[config.mk]
export PLATFORM = sky130hd
export DESIGN_NAME = cau_prod
export DESIGN_NICKNAME = d
export VERILOG_FILES = /design/src/rtl/complex_arithmetic_unit_assert.svh /design/src/rtl/cau_pkg.sv /design/src/rtl/cau_prod.sv
export SDC_FILE = /design/constraint.sdc
export NUM_CORES = 2
export LEC_CHECK = 0
export BUFFER_PORTS_ARGS = -buffer_cell sky130_fd_sc_hd__clkbuf_2
export CAP_MARGIN = 5
export CORE_UTILIZATION = 25
export CTS_CLUSTER_SIZE = 10
export DETAILED_ROUTE_END_ITERATION = 8
export PLACE_DENSITY_LB_ADDON = 0.12
export REMOVE_ABC_BUFFERS = 1
export SLEW_MARGIN = 10
export SYNTH_ARGS = -nofsm -noshare
export SYNTH_HDL_FRONTEND = slang
export SYNTH_SLANG_ARGS = --single-unit
[constraint.sdc]
create_clock -name clk -period 7.2 [get_ports clk]
set_clock_uncertainty 0.1 [all_clocks]
set_input_delay 0 -clock clk [delete_from_list [all_inputs] [get_ports clk]]
set_output_delay 0 -clock clk [all_outputs]
set_load 0.01 [all_outputs]
[src/rtl/complex_arithmetic_unit_assert.svh]
// Assertion macros for the complex arithmetic unit.
// Used by the top level only; expects clk and rst_n in scope.
`ifndef COMPLEX_ARITHMETIC_UNIT_ASSERT_SVH
`define COMPLEX_ARITHMETIC_UNIT_ASSERT_SVH

// Checks an implication in the same cycle.
`define CAU_ASSERT_NOW(lbl, ante, cons) \
    lbl: assert property (@(posedge clk) disable iff (!rst_n) (ante) |-> (cons)) \
        else $error("cau assertion failed");

// Checks an implication in the next cycle.
`define CAU_ASSERT_NEXT(lbl, ante, cons) \
    lbl: assert property (@(posedge clk) disable iff (!rst_n) (ante) |=> (cons)) \
        else $error("cau assertion failed");

`endif

[src/rtl/cau_pkg.sv]
// Shared types, widths and the saturation function of the complex arithmetic unit.
// No dependencies.
package cau_pkg;

    localparam int DATA_WIDTH = 16;
    localparam int FRAC_BITS  = 8;
    localparam int PROD_W     = 2 * DATA_WIDTH;
    localparam int SUM_W      = 2 * DATA_WIDTH + 1;
    localparam int MAG_W      = 2 * DATA_WIDTH;
    localparam int DEN_W      = 2 * DATA_WIDTH;
    localparam int NUM_W      = MAG_W + FRAC_BITS;
    localparam int Q_W        = DATA_WIDTH + 1;
    localparam int STEP_W     = $clog2(Q_W);
    localparam int CMP_W      = DEN_W + Q_W;

    localparam logic [MAG_W-1:0] POS_LIM = MAG_W'((64'd1 << (DATA_WIDTH - 1)) - 64'd1);
    localparam logic [MAG_W-1:0] NEG_LIM = MAG_W'(64'd1 << (DATA_WIDTH - 1));

    typedef enum logic [1:0] {
        ACT_ADD = 2'd0,
        ACT_SUB = 2'd1,
        ACT_MUL = 2'd2,
        ACT_DIV = 2'd3
    } action_t;

    typedef enum logic [1:0] {
        ST_OK      = 2'd0,
        ST_SAT     = 2'd1,
        ST_DIVZERO = 2'd2
    } status_t;

    typedef struct packed {
        logic             neg;
        logic [MAG_W-1:0] mag;
        logic [NUM_W-1:0] rem;
        logic [Q_W-1:0]   q;
        logic             ovf;
    } lane_t;

    typedef struct packed {
        action_t          action;
        lane_t            re;
        lane_t            im;
        logic [DEN_W-1:0] den;
    } item_t;

    typedef struct packed {
        logic                  sat;
        logic [DATA_WIDTH-1:0] val;
    } clamp_t;

    function automatic clamp_t clamp_mag(logic neg, logic [MAG_W-1:0] mag, logic big);
        logic [MAG_W-1:0] lim;
        logic [MAG_W-1:0] m;
        clamp_t           r;
        lim   = neg ? NEG_LIM : POS_LIM;
        r.sat = big || (mag > lim);
        m     = r.sat ? lim : mag;
        r.val = neg ? DATA_WIDTH'(MAG_W'(0) - m) : DATA_WIDTH'(m);
        return r;
    endfunction

endpackage

[src/rtl/cau_prod.sv]
// Front end of the complex arithmetic unit: products, sums and divider setup.
// Depends on cau_pkg.
module cau_prod (
    input  logic                                clk,
    input  logic                                rst_n,
    input  logic                                advance,
    input  logic                                in_valid,
    input  logic [1:0]                          action,
    input  logic signed [cau_pkg::DATA_WIDTH-1:0] left_real,
    input  logic signed [cau_pkg::DATA_WIDTH-1:0] left_imag,
    input  logic signed [cau_pkg::DATA_WIDTH-1:0] right_real,
    input  logic signed [cau_pkg::DATA_WIDTH-1:0] right_imag,
    output logic                                out_valid,
    output cau_pkg::item_t                      out_item
);
    import cau_pkg::*;

    logic                     v1_reg, v2_reg, v3_reg;
    action_t                  act1_reg, act2_reg;
    logic signed [DATA_WIDTH-1:0] a_reg, b_reg, c_reg, d_reg;
    logic signed [PROD_W-1:0] ac_reg, bd_reg, ad_reg, bc_reg, cc_reg, dd_reg;
    logic signed [SUM_W-1:0]  re_s_next, im_s_next, re_s_reg, im_s_reg;
    logic [DEN_W-1:0]         den_next, den_reg;
    item_t                    item_next, item_reg;
    logic [MAG_W-1:0]         re_mag, im_mag;
    logic [CMP_W-1:0]         lim_cmp;

    always_comb
    begin
        unique case (act1_reg)
            ACT_ADD:
            begin
                re_s_next = SUM_W'(a_reg) + SUM_W'(c_reg);
                im_s_next = SUM_W'(b_reg) + SUM_W'(d_reg);
            end
            ACT_SUB:
            begin
                re_s_next = SUM_W'(a_reg) - SUM_W'(c_reg);
                im_s_next = SUM_W'(b_reg) - SUM_W'(d_reg);
            end
            ACT_MUL:
            begin
                re_s_next = SUM_W'(ac_reg) - SUM_W'(bd_reg);
                im_s_next = SUM_W'(ad_reg) + SUM_W'(bc_reg);
            end
            default:
            begin
                re_s_next = SUM_W'(ac_reg) + SUM_W'(bd_reg);
                im_s_next = SUM_W'(bc_reg) - SUM_W'(ad_reg);
            end
        endcase
        den_next = DEN_W'(cc_reg) + DEN_W'(dd_reg);
    end

    always_comb
    begin
        re_mag  = re_s_reg[SUM_W-1] ? MAG_W'(-re_s_reg) : MAG_W'(re_s_reg);
        im_mag  = im_s_reg[SUM_W-1] ? MAG_W'(-im_s_reg) : MAG_W'(im_s_reg);
        lim_cmp = CMP_W'(den_reg) << Q_W;
        item_next.action = act2_reg;
        item_next.den    = den_reg;
        item_next.re.neg = re_s_reg[SUM_W-1];
        item_next.re.mag = re_mag;
        item_next.re.rem = {re_mag, FRAC_BITS'(0)};
        item_next.re.q   = '0;
        item_next.re.ovf = CMP_W'({re_mag, FRAC_BITS'(0)}) >= lim_cmp;
        item_next.im.neg = im_s_reg[SUM_W-1];
        item_next.im.mag = im_mag;
        item_next.im.rem = {im_mag, FRAC_BITS'(0)};
        item_next.im.q   = '0;
        item_next.im.ovf = CMP_W'({im_mag, FRAC_BITS'(0)}) >= lim_cmp;
    end

    always_ff @(posedge clk or negedge rst_n)
    begin
        if (!rst_n)
        begin
            v1_reg <= 1'b0;
            v2_reg <= 1'b0;
            v3_reg <= 1'b0;
        end
        else if (advance)
        begin
            v1_reg <= in_valid;
            v2_reg <= v1_reg;
            v3_reg <= v2_reg;
        end
    end

    always_ff @(posedge clk)
    begin
        if (advance)
        begin
            act1_reg <= action_t'(action);
            a_reg    <= left_real;
            b_reg    <= left_imag;
            c_reg    <= right_real;
            d_reg    <= right_imag;
            ac_reg   <= left_real * right_real;
            bd_reg   <= left_imag * right_imag;
            ad_reg   <= left_real * right_imag;
            bc_reg   <= left_imag * right_real;
            cc_reg   <= right_real * right_real;
            dd_reg   <= right_imag * right_imag;
            act2_reg <= act1_reg;
            re_s_reg <= re_s_next;
            im_s_reg <= im_s_next;
            den_reg  <= den_next;
            item_reg <= item_next;
        end
    end

    assign out_valid = v3_reg;
    assign out_item  = item_reg;

endmodule

==> flow_summary.yaml <==
setup_path:
  timing.rr.start: "im_s_reg[1]$_DFFE_PP_"
  worst_setup_path_end_kind: "register"
  crit_buf_inv: 8
  crit_family: "adder cells"
  cp_slowest_cell: "dlygate4sd3_1"
  cp_max_fo: 5
  crit_top_cell: "fa_1"
  crit_path_start_kind: "primary input"
  crit_type: "primary input to register"
  critical_path.max_stage_delay_ns: 0.58
  critPathArrivalTime_ns: 7.28
  startpoint: "right_imag[15]"
  crit_required_ns: 7.54
sta:
  slew_violations: 0
  slew-limit-headroom: 0.1725
  post-route-period-util: 0.9638
  grt_setup_unrepaired: "no"
  fmax_ghz: 0.1441
  hold_viol: 0
  setup_violations: 0
  setup_tns_ns: 0
  worstMarginPinSlew_ns: 1.232
  min_period_ns: 6.940
yosys:
  ys_top_cells_by_area: "fa_1 37%, edfxtp_1 16%, ha_1 11%"
  synth_flop_cell: "edfxtp_1"
  synth_common_cells: "1864 x inv_1, 1525 x fa_1, 758 x nand2_1"
  syn_area_mm2: 0.08304
  synthMostInstantiatedCell: "inv_1"
  ys_seq_area_frac: 0.1658
  syn-instance-count: 8523
  ys.warnings.count: 0
  avgSynthCellArea_um2: 9.743
  synth_top_area_frac: 0.3677
  ys_types: 82
  yosysTopAreaCell: "fa_1"
  synth-edff-count: 456
  synth_async_sr_flop_share: 0.006536
  ys_ff_latch: 459
global_routing:
  grt_start_max_net_pins: 111
  grt_use_total: 0.1731
  first_global_vias: 62540
  grt_pass1_wl_um: 422000
  antenna_found_initial: 40
  grt.overflow.total: 0
final_layout:
  layout-drive-gt1-share: 0.07781
  largest_reg_flops: 102
  areaGrowthSynthToFinish_pct: 12.10
  nets: 11090
floorplan:
  fp-row-count: 211
  placeableCoreArea_mm2: 0.3305
  ios: 287
  die_w_um: 578.3
  start_util: 0.2512
  dieHeight_um: 578.3
  dieArea_mm2: 0.3345
run_status:
  status: "complete, no violations"
drt:
  wire_per_inst_um: 21.54
  first_pass_iters: 5
  antenna_left: 0
  drt_iter0_markers: 3634
  via_per_inst: 4.429
  remaining_drc_errors: 0
  vias: 58490
  routed_wl_um: 284400
min_path:
  hp-class: "primary input to register"
  hold_start: "left_real[10]"
clock_tree:
  ctsLongestPathBuffers: 3
  root_buffer: "clkbuf_16"
  clkTransAtPathRegs_ns: 0.05
  cts-buffers-inserted: 69
  clk_latency_ns: 0.70
  cts_tree: "built"
  cts_sinks: 459
  htree_levels: 3
place:
  dpl.hpwl_um: 240400
  place.port_buffers: 236
  gp_congestion: 0.8443
job:
  maxCapViolations: 0
## path summary, 6_finish.rpt
path                                      endpoint  slack (ns)  cells after the start
setup / recovery              dd_reg[24]$_DFFE_PP_        0.26                     25
hold / removal                 a_reg[10]$_DFFE_PP_        0.06                      1
min in group asynchronous       v1_reg$_DFFE_PN0P_        0.10                      3
hold reg to reg            out_item[215]$_DFFE_PP_        0.33                      0
max in group asynchronous    out_valid$_DFFE_PN0P_        6.76                      3
setup reg to reg            out_item[32]$_DFFE_PP_        0.74                     18
## cells by family after synthesis
| group | count (synthesis) | synth area share |
|---|---|---|
| AOI/OAI and AO/OA | 1009 | 0.07817 |
| xor gates and xnor gates | 441 | 0.04651 |
| adders and majority gates | 2240 | 0.4754 |
| buffers and inverters | 2293 | 0.1090 |
| DFF | 459 | 0.1658 |
| muxes | 15 | 0.001883 |
| other | 1 | 0.00004516 |
| and+or+nand+nor | 2065 | 0.1232 |
## cell type report
cell class | instances | area [µm²]
tap | 4366 | 5463
inverter | 1870 | 7019
sequential | 459 | 13770
multi-input combinational | 5820 | 60470
clock buffer | 86 | 1832
timing repair buffer | 558 | 4121
clock inverter | 36 | 394.1
antenna | 9 | 22.52
fill | 35110 | 237400
## routing by layer
layer  vias up  share of wire  track usage  wire, µm
met5         -        0.00038            0       108
met4        16          0.032      0.05024      9064
met3       254          0.045      0.02391     12690
met2      1217           0.46       0.2830    131300
met1     30100           0.46       0.2372    131200
li1      26900              -            -         -
## what timing repair did
action,4_1_cts,5_1_grt
buffers inserted,0,0
resized for setup,0,5
setup endpoints to repair,0,5
endpoints found under the hold margin,128,0
hold buffers,45,0
## stage by stage
stage	setup slack, ns	hold slack [ns]	cell area (µm²)	std cells	utilization
2_1_floorplan	0.6718	-0.3956	81190	8149	-
3_3_place_gp	0.06870	-0.3042	90370	13030	0.2734
3_5_place_dp	0.005192	-0.2977	90370	13030	0.2734
4_1_cts	0.2027	0.007626	93040	13200	0.2815
5_1_grt	0.002915	0.01288	93070	13200	0.2816
6_report	0.2604	0.05615	93090	13200	0.2816
## placed cells by master, fill, tap and decap left out, types with 26 or more instances in the layout
cell type,netlist,final
conb_1,1,50
xor2_1,125,125
nand3_1,57,57
nor2b_1,35,35
nand2b_1,65,65
nand2_1,758,758
nor2_1,310,309
buf_4,114,245
clkbuf_16,0,70
a211oi_1,37,36
dlygate4sd3_1,0,45
or4_1,26,26
fa_1,1525,1525
o21ai_0,210,210
nand4_1,36,36
or3_1,32,32
o21a_1,54,54
a21o_1,136,136
a31oi_1,28,28
ha_1,715,715
a21oi_1,282,282
o31ai_1,52,52
and2_1,568,568
buf_12,0,32
clkbuf_2,0,235
inv_1,1864,1863
xnor2_1,316,312
nor3_1,67,67
o21bai_1,41,41
edfxtp_1,456,456
Power is not shown: default switching activity piles up to over one toggle a cycle in this logic, so the estimate is an artifact.
