**src/rtl/complex_arithmetic_unit_assert.svh**
```systemverilog
// Assertion macros for the complex arithmetic unit.
// Used by the top level only; expects clk and rst_n in scope.
`ifndef COMPLEX_ARITHMETIC_UNIT_ASSERT_SVH
`define COMPLEX_ARITHMETIC_UNIT_ASSERT_SVH

// Checks an implication in the same cycle.
`define CAU_ASSERT_NOW(lbl, ante, cons) \
    lbl: assert property (@(posedge clk) disable iff (!rst_n) (ante) |-> (cons)) \
        else $error("cau assertion failed");

// Checks an implication in the next cycle.
`define CAU_ASSERT_NEXT(lbl, ante, cons) \
    lbl: assert property (@(posedge clk) disable iff (!rst_n) (ante) |=> (cons)) \
        else $error("cau assertion failed");

`endif

```
**src/rtl/cau_pkg.sv**
```systemverilog
// Shared types, widths and the saturation function of the complex arithmetic unit.
// No dependencies.
package cau_pkg;

    localparam int DATA_WIDTH = 16;
    localparam int FRAC_BITS  = 8;
    localparam int PROD_W     = 2 * DATA_WIDTH;
    localparam int SUM_W      = 2 * DATA_WIDTH + 1;
    localparam int MAG_W      = 2 * DATA_WIDTH;
    localparam int DEN_W      = 2 * DATA_WIDTH;
    localparam int NUM_W      = MAG_W + FRAC_BITS;
    localparam int Q_W        = DATA_WIDTH + 1;
    localparam int STEP_W     = $clog2(Q_W);
    localparam int CMP_W      = DEN_W + Q_W;

    localparam logic [MAG_W-1:0] POS_LIM = MAG_W'((64'd1 << (DATA_WIDTH - 1)) - 64'd1);
    localparam logic [MAG_W-1:0] NEG_LIM = MAG_W'(64'd1 << (DATA_WIDTH - 1));

    typedef enum logic [1:0] {
        ACT_ADD = 2'd0,
        ACT_SUB = 2'd1,
        ACT_MUL = 2'd2,
        ACT_DIV = 2'd3
    } action_t;

    typedef enum logic [1:0] {
        ST_OK      = 2'd0,
        ST_SAT     = 2'd1,
        ST_DIVZERO = 2'd2
    } status_t;

    typedef struct packed {
        logic             neg;
        logic [MAG_W-1:0] mag;
        logic [NUM_W-1:0] rem;
        logic [Q_W-1:0]   q;
        logic             ovf;
    } lane_t;

    typedef struct packed {
        action_t          action;
        lane_t            re;
        lane_t            im;
        logic [DEN_W-1:0] den;
    } item_t;

    typedef struct packed {
        logic                  sat;
        logic [DATA_WIDTH-1:0] val;
    } clamp_t;

    function automatic clamp_t clamp_mag(logic neg, logic [MAG_W-1:0] mag, logic big);
        logic [MAG_W-1:0] lim;
        logic [MAG_W-1:0] m;
        clamp_t           r;
        lim   = neg ? NEG_LIM : POS_LIM;
        r.sat = big || (mag > lim);
        m     = r.sat ? lim : mag;
        r.val = neg ? DATA_WIDTH'(MAG_W'(0) - m) : DATA_WIDTH'(m);
        return r;
    endfunction

endpackage

```
**src/rtl/cau_sat.sv**
```systemverilog
// Output stage: scaling, saturation and status of the complex arithmetic unit.
// Depends on cau_pkg.
module cau_sat (
    input  logic                                 clk,
    input  logic                                 rst_n,
    input  logic                                 advance,
    input  logic                                 in_valid,
    input  cau_pkg::item_t                       in_item,
    output logic                                 out_valid,
    output logic signed [cau_pkg::DATA_WIDTH-1:0] out_real,
    output logic signed [cau_pkg::DATA_WIDTH-1:0] out_imag,
    output logic [1:0]                           status
);
    import cau_pkg::*;

    logic                  valid_reg;
    logic [DATA_WIDTH-1:0] re_reg, re_next, im_reg, im_next;
    status_t               st_reg, st_next;
    clamp_t                re_c, im_c;

    always_comb
    begin
        re_c = clamp_mag(in_item.re.neg, in_item.re.mag, 1'b0);
        im_c = clamp_mag(in_item.im.neg, in_item.im.mag, 1'b0);
        unique case (in_item.action)
            ACT_MUL:
            begin
                re_c = clamp_mag(in_item.re.neg, in_item.re.mag >> FRAC_BITS, 1'b0);
                im_c = clamp_mag(in_item.im.neg, in_item.im.mag >> FRAC_BITS, 1'b0);
            end
            ACT_DIV:
            begin
                re_c = clamp_mag(in_item.re.neg, MAG_W'(in_item.re.q), in_item.re.ovf);
                im_c = clamp_mag(in_item.im.neg, MAG_W'(in_item.im.q), in_item.im.ovf);
            end
            default:
            begin
            end
        endcase
        if (in_item.action == ACT_DIV && in_item.den == '0)
        begin
            re_next = '0;
            im_next = '0;
            st_next = ST_DIVZERO;
        end
        else
        begin
            re_next = re_c.val;
            im_next = im_c.val;
            st_next = (re_c.sat || im_c.sat) ? ST_SAT : ST_OK;
        end
    end

    always_ff @(posedge clk or negedge rst_n)
    begin
        if (!rst_n)
        begin
            valid_reg <= 1'b0;
        end
        else if (advance)
        begin
            valid_reg <= in_valid;
        end
    end

    always_ff @(posedge clk)
    begin
        if (advance)
        begin
            re_reg <= re_next;
            im_reg <= im_next;
            st_reg <= st_next;
        end
    end

    assign out_valid = valid_reg;
    assign out_real  = re_reg;
    assign out_imag  = im_reg;
    assign status    = st_reg;

endmodule

```
**config.mk**
```make
export PLATFORM = sky130hd
export DESIGN_NAME = cau_sat
export DESIGN_NICKNAME = d
export VERILOG_FILES = /design/src/rtl/complex_arithmetic_unit_assert.svh /design/src/rtl/cau_pkg.sv /design/src/rtl/cau_sat.sv
export SDC_FILE = /design/constraint.sdc
export NUM_CORES = 1
export LEC_CHECK = 0
export BUFFER_PORTS_ARGS = -buffer_cell sky130_fd_sc_hd__buf_4
export CAP_MARGIN = 20
export CORE_MARGIN = 5
export CORE_UTILIZATION = 48
export CTS_BUF_LIST = sky130_fd_sc_hd__clkbuf_8
export DETAILED_ROUTE_END_ITERATION = 8
export PLACE_DENSITY_LB_ADDON = 0.12
export SLEW_MARGIN = 10
export SYNTH_ARGS = -nofsm -noshare
export SYNTH_HDL_FRONTEND = slang
export SYNTH_SLANG_ARGS = --single-unit
export TNS_END_PERCENT = 1
```
**constraint.sdc**
```tcl
create_clock -name clk -period 0.8 [get_ports clk]
set_input_delay 0 -clock clk [delete_from_list [all_inputs] [get_ports clk]]
set_output_delay 0 -clock clk [all_outputs]
set_load 0.005 [all_outputs]
```
==> results of run 1 <==
[routing by layer]
metal  share of wire (%)  track usage (%)  vias up
met3                 7.5             3.85       76
met4                 3.3             9.98        0
met2                  51             55.3      442
li1                    -                -     4582
met1                  38             37.5     4368
met5                   0                0        -
[per-stage QoR]
| step | hold slack [ns] | setup TNS (ns) |
|---|---|---|
| 2_1_floorplan | -0.296 | -73.91 |
| 3_3_place_gp | -0.224 | -75.98 |
| 3_5_place_dp | -0.220 | -78.59 |
| 4_1_cts | 0.00973 | -61.91 |
| 5_1_grt | 0.0301 | -68.20 |
| 6_report | 0.0177 | -62.31 |
[cell type report]
class	count	area, µm²
fill	1177	3500
tap	184	230
inverter	25	121
timing repair buffer	454	3590
multi-input combinational	845	5920
clock buffer	5	68.8
sequential	35	1050
clock inverter	3	11.3
[registers in the layout (all words and copies together), names as in the netlist]
name and flops:
out_imag 16, out_real 16, status 2, out_valid 1
[cells in the final DEF (no fill, tap or decap), types with 9 or more instances in the layout]
cell,n
o211ai_1,26
a31oi_1,17
nor4_1,16
a211o_1,10
o21a_1,20
a21oi_1,78
inv_1,23
ha_1,84
buf_6,21
o221ai_1,15
nor2_1,82
nand4_1,17
edfxtp_1,34
or3_1,20
nand3_1,30
nand2_1,93
buf_4,424
or4_1,9
o21ai_0,47
nand2b_1,10
o21ai_1,11
mux2i_1,15
xnor2_1,9
o311ai_0,12
nor3_1,54
[timing repair]
item | CTS | global route
cloned | 1 | 0
endpoints found under the hold margin | 2 | 0
hold buffers | 2 | 0
setup endpoints to repair | 68 | 69
gates resized for setup | 70 | 27
pin swaps | 15 | 6
buffers inserted | 3 | 2
[power by group]
group	switching, mW	leakage, nW	internal, mW	total [mW]
Sequential	0.0884	0.345	2.23	2.32
Clock	0.720	0.0444	0.583	1.30
Combinational	2.36	4.44	2.52	4.88
Total	3.17	4.83	5.33	8.50
[worst paths after layout]
check	from	endpoint	slack, ns	cells past startpoint
min in group clk	advance	out_real[10]	0.07	1
setup / recovery	in_item[213]	out_real[12]	-2.42	16
setup reg to reg	out_valid	out_valid	0.02	1
hold / removal	rst_n	out_valid	0.02	2
max in group asynchronous	rst_n	out_valid	0.70	2
hold reg to reg	out_valid	out_valid	0.56	1
[logic make-up after synthesis]
family                   count (synthesis)
flip-flops                              35
buffers and inverters                   89
AO/OA/AOI/OAI                          329
adder cells (fa/ha/maj)                 90
multiplexers                            19
XOR/XNOR                                10
AND/OR/NAND/NOR                        397
[critical path, cell delays in order]
cell	delay (ns)
buf_16	0.12
clkinv_16	0.05
ha_4	0.27
nand4b_4	0.09
or3_4	0.34
or4_4	0.44
o221a_4	0.29
o21bai_4	0.16
nand2_2	0.10
o21ai_2	0.09
ha_2	0.19
inv_2	0.04
or4_4	0.47
mux2_4	0.26
o211ai_1	0.17
o311ai_1	0.14
==> summary.txt, run 1 <==
Clock tree
  • Clk sinks: 35
  • CTS Root Cell: clkbuf_8
  • CTS Buffer Depth: 2
  • Clk_lat worst skew: 0.30 ns
  • Clock slew at reported path FFs: 0.08 ns
  • Total CTS buffers: 5
  • CTS tree: yes
  • Number of H-tree levels: 2

Finish
  • Layout cells sized above 1: 38.5%
  • Fin util: 75.9%
  • Antenna cell count: 0
  • Final nets: 1676
  • Area growth from synthesis to layout: 56.1%
  • Final instance area: 11000 µm²
  • Final non-filler cell total: 1551

Synthesis
  • Post-synth EDFFs: 34
  • Most area-hungry cell type in the Yosys netlist: ha_1
  • Adder-cell area share of the yosys netlist: 16.0%
  • Post-Synthesis Cell Area: 7040 µm²
  • Syn_nets: 1279
  • Syn Inst Count: 969
  • Synth Area in XOR/XNOR: 1.24%
  • Post-synthesis sequential element count: 35
  • Count leader, synth: nand2_1
  • Distinct cells, synth: 74
  • Register area share after synthesis: 14.9%
  • Post-synth ARST share: 2.86%
  • Dominant synthesized flop cell: edfxtp_1
  • Largest family of logic cells by synthesized area: compound AO/OA/AOI/OAI gates
  • Synth Area in Simple Gates: 28.4%
  • Yosys warnings: 0
  • Syn Area/Cell: 7.26 µm²
  • Synth Area in Compound Gates: 31.6%
  • Post-synth top area share: 16.0%
  • Top post-synthesis cells by area: ha_1, edfxtp_1, a21oi_1
  • Post-synthesis mux area share: 2.77%
  • Most frequent cells after synthesis: nand2_1, ha_1, nor2_1

Placed design
  • Placed instance area: 10500 µm²
  • Inst Count DP: 1535
  • Post-DP HPWL: 21800 µm
  • Gpl congestion: 0.956
  • Place WS: -3.07 ns
  • Port buffer count: 174

Outcome
  • Outcome: finished, violations left
  • Failing checks: negative setup slack

Routing
  • Routed Antenna Nets: 0
  • DRC errors left: 0
  • Vias: 9468
  • Pre-antenna DRT Iters: 6
  • Routed WL: 27200 µm
  • Via-per-instance ratio: 6.10
  • Drt first-iter violations: 883
  • Post-DR wirelength/cell: 17.5 µm

STA
  • Worst Setup Slack, final: -2.42 ns
  • Max Clk Rate: 0.311 GHz
  • Minimum clock period: 3.22 ns
  • Pins Over Slew Limit: 0
  • Slew @ Worst Pin: 0.655 ns
  • Skew final: 0 ns
  • Hold Fails Final Rpt: 0
  • Setup violations, final: 66
  • Fin crit share: 402%
  • Unrepaired setup endpoints after global routing: true
  • Max_slew headroom: 55.8%

Power
  • Total power: 8.50 mW
  • P_leak: 4.83 nW
  • Peak VDD IR: 0.667 mV
  • Power Dens Cells: 774 nW/µm²

Floorplanning
  • Die W: 131 µm
  • Die H: 131 µm
  • Io pins: 255
  • Die area: 17200 µm²
  • FP Rows: 44
  • Starting Density: 48.6%
  • Core Area: 14500 µm²

Setup path
  • WS Path Type: input pin to flop
  • CP Data Required Time: 0.83 ns
  • Worst setup EP type: flop
  • Largest fanout on the critical path: 5
  • CP arrival: 3.25 ns
  • Worst setup SP type: input pin

Global route
  • Gr usage total: 30.6%
  • Initial antenna violation count: 0
  • Gr ovfl total: 0
  • Number of global-route vias before repair: 8958
  • Largest net degree at the start of global routing: 56
  • First-pass GRT wire length: 42800 µm

Worst hold path
  • Min-Delay Path Class: input pin to async pin

Run
  • Max Cap Violations: 0
Note: power is estimated with default switching activity, not from simulation.
==> run 2, diff against run 1 <==
Settings changed: SKIP_CTS_REPAIR_TIMING set to 1.
==> run 2 against run 1 <==
Effect of this change:
- the flow finishes with violations (design-rule violations, negative setup slack)
- final cell count did not move
- worst hold slack improved by 0.0023 ns
- via count fell by 0.19%
- clock skew did not move
- register-to-register slack barely moved
- count of clock-buffer cells in the layout did not move
- die area did not move
- sequential power barely moved
- sequential share of layout area barely moved
- first-iteration DRC count fell by 1.2%
- total power barely moved
- sequential cell count did not move
- critical path type unchanged
- critical endpoint unchanged
- largest power group unchanged
- highest routed layer unchanged
==> summary.txt, run 2 (synthesis gave the netlist of run 1 again) <==
STA
  • Max Clk Rate: 0.307 GHz
  • Pins Over Slew Limit: 0
  • Setup TNS: -61.73 ns
  • Minimum clock period: 3.26 ns
  • Skew final: 0 ns
  • Unrepaired setup endpoints after global routing: true
  • Setup violations, final: 68
  • Worst Setup Slack, final: -2.46 ns
  • Hold Fails Final Rpt: 0
  • Max_slew headroom: 57.5%
  • Fin crit share: 408%
  • Slew @ Worst Pin: 0.629 ns

Power
  • Total power: 8.50 mW
  • Peak VDD IR: 0.670 mV
  • P_leak: 4.83 nW
  • Power Dens Cells: 774 nW/µm²

Clock tree
  • CTS tree: yes
  • CTS Buffer Depth: 2
  • Clk sinks: 35
  • Clock slew at reported path FFs: 0.08 ns
  • Number of H-tree levels: 2
  • Total CTS buffers: 5
  • CTS Root Cell: clkbuf_8
  • Clk_lat worst skew: 0.30 ns

Floorplanning
  • Io pins: 255
  • Core Area: 14500 µm²
  • Die H: 131 µm
  • Die W: 131 µm
  • FP Rows: 44
  • Starting Density: 48.6%
  • Die area: 17200 µm²

Finish
  • Most frequent cells in the layout: buf_4, nand2_1, nor2_1, ha_1, a21oi_1
  • Area growth from synthesis to layout: 56.2%
  • Fin util: 75.9%
  • Layout cells sized above 1: 38.4%
  • Antenna cell count: 0
  • Final nets: 1676
  • Final non-filler cell total: 1551
  • Filler Cell Count: 1176
  • Commonest non-fill, non-tap cell in the layout: buf_4

Global route
  • Largest net degree at the start of global routing: 56
  • Gr usage total: 29.9%
  • Gr ovfl total: 0
  • Initial antenna violation count: 0
  • Number of global-route vias before repair: 8872
  • First-pass GRT wire length: 41800 µm

Routing
  • Routed WL: 27300 µm
  • Via-per-instance ratio: 6.09
  • Routed Antenna Nets: 0
  • Pre-antenna DRT Iters: 9
  • DRC errors left: 1
  • Post-DR wirelength/cell: 17.6 µm
  • Vias: 9450
  • Drt first-iter violations: 872

Placed design
  • Gpl congestion: 0.956
  • Inst Count DP: 1535
  • Port buffer count: 174
  • Post-DP HPWL: 21800 µm

Setup path
  • Largest fanout on the critical path: 5
  • Crit-path cells: buf_16 -> clkinv_16 -> ha_4 -> nand4b_4 -> or3_4 -> or4_4 -> o221a_4 -> o21bai_4 -> nand2_2 -> o21ai_2 -> ha_2 -> inv_2 -> or4_4 -> mux2_4 -> o211ai_1 -> o311ai_1
  • Worst path slowest cell: or4_4
  • Most frequent CP cell: or4_4
  • Worst setup EP type: flop
  • CP peak stage delay: 0.48 ns
  • WS Path Type: input pin to flop
  • Worst setup SP type: input pin
  • CP Data Required Time: 0.84 ns
  • CP arrival: 3.30 ns

Run
  • Max Cap Violations: 0

Outcome
  • Failing checks: design-rule violations, negative setup slack
  • Outcome: finished, violations left

Worst hold path
  • Min-Delay Path Class: input pin to async pin
## run 2: changes by cell type in the layout (fill, tap and decap cells not counted), sizes merged
cell    previous run  this run
clkbuf             5         6
buf              452       451
## run 2: path summary, 6_finish.rpt
path / start / end / slack, ns / cells after the start
max: in_item[213] / out_real[12] / -2.46 / 16
min: rst_n / out_valid / 0.02 / 2
max reg2reg: out_valid / out_valid / 0.03 / 1
min reg2reg: out_valid / out_valid / 0.55 / 1
max in group asynchronous: rst_n / out_valid / 0.70 / 2
min in group clk: advance / out_real[10] / 0.07 / 1
## run 2: final cells by class
type | count | area, µm² | share of cell area [%]
timing repair buffer | 454 | 3580 | 32.5
tap | 184 | 230 | 2.10
sequential | 35 | 1050 | 9.52
multi-input combinational | 845 | 5930 | 54.0
inverter | 25 | 121 | 1.10
clock buffer | 5 | 68.8 | 0.626
clock inverter | 3 | 11.3 | 0.102
## run 2: through the flow
step	area, µm²	setup slack (ns)	hold WS [ns]
final	11000	-2.46	0.0200
after global routing	11000	-2.57	0.0290
after CTS	10500	-2.76	-0.544
after detailed placement	10500	-3.07	-0.220
after global placement	10500	-2.96	-0.224
after floorplan	7160	-2.99	-0.296
## run 2: critical path: cells and delay by family
kind	cells	cell delay, ns
simple gates	5	1.46
compound gates	5	0.87
fa+ha+maj	2	0.47
mux	1	0.26
buf+inv	3	0.21
## run 2: routing by layer
layer	routed length (µm)	GRT usage, %	vias up	share of wire, %
met4	943	10.3	0	3.5
met1	10300	36.3	4348	38
li1	-	-	4589	-
met3	2150	4.50	79	7.9
met2	13900	53.6	434	51
met5	0	0	-	0
## run 2: power by group
part | internal (mW) | total, mW | switching (mW)
clock network | 0.583 | 1.31 | 0.724
logic | 2.51 | 4.88 | 2.37
registers | 2.23 | 2.32 | 0.0866
total | 5.33 | 8.50 | 3.18
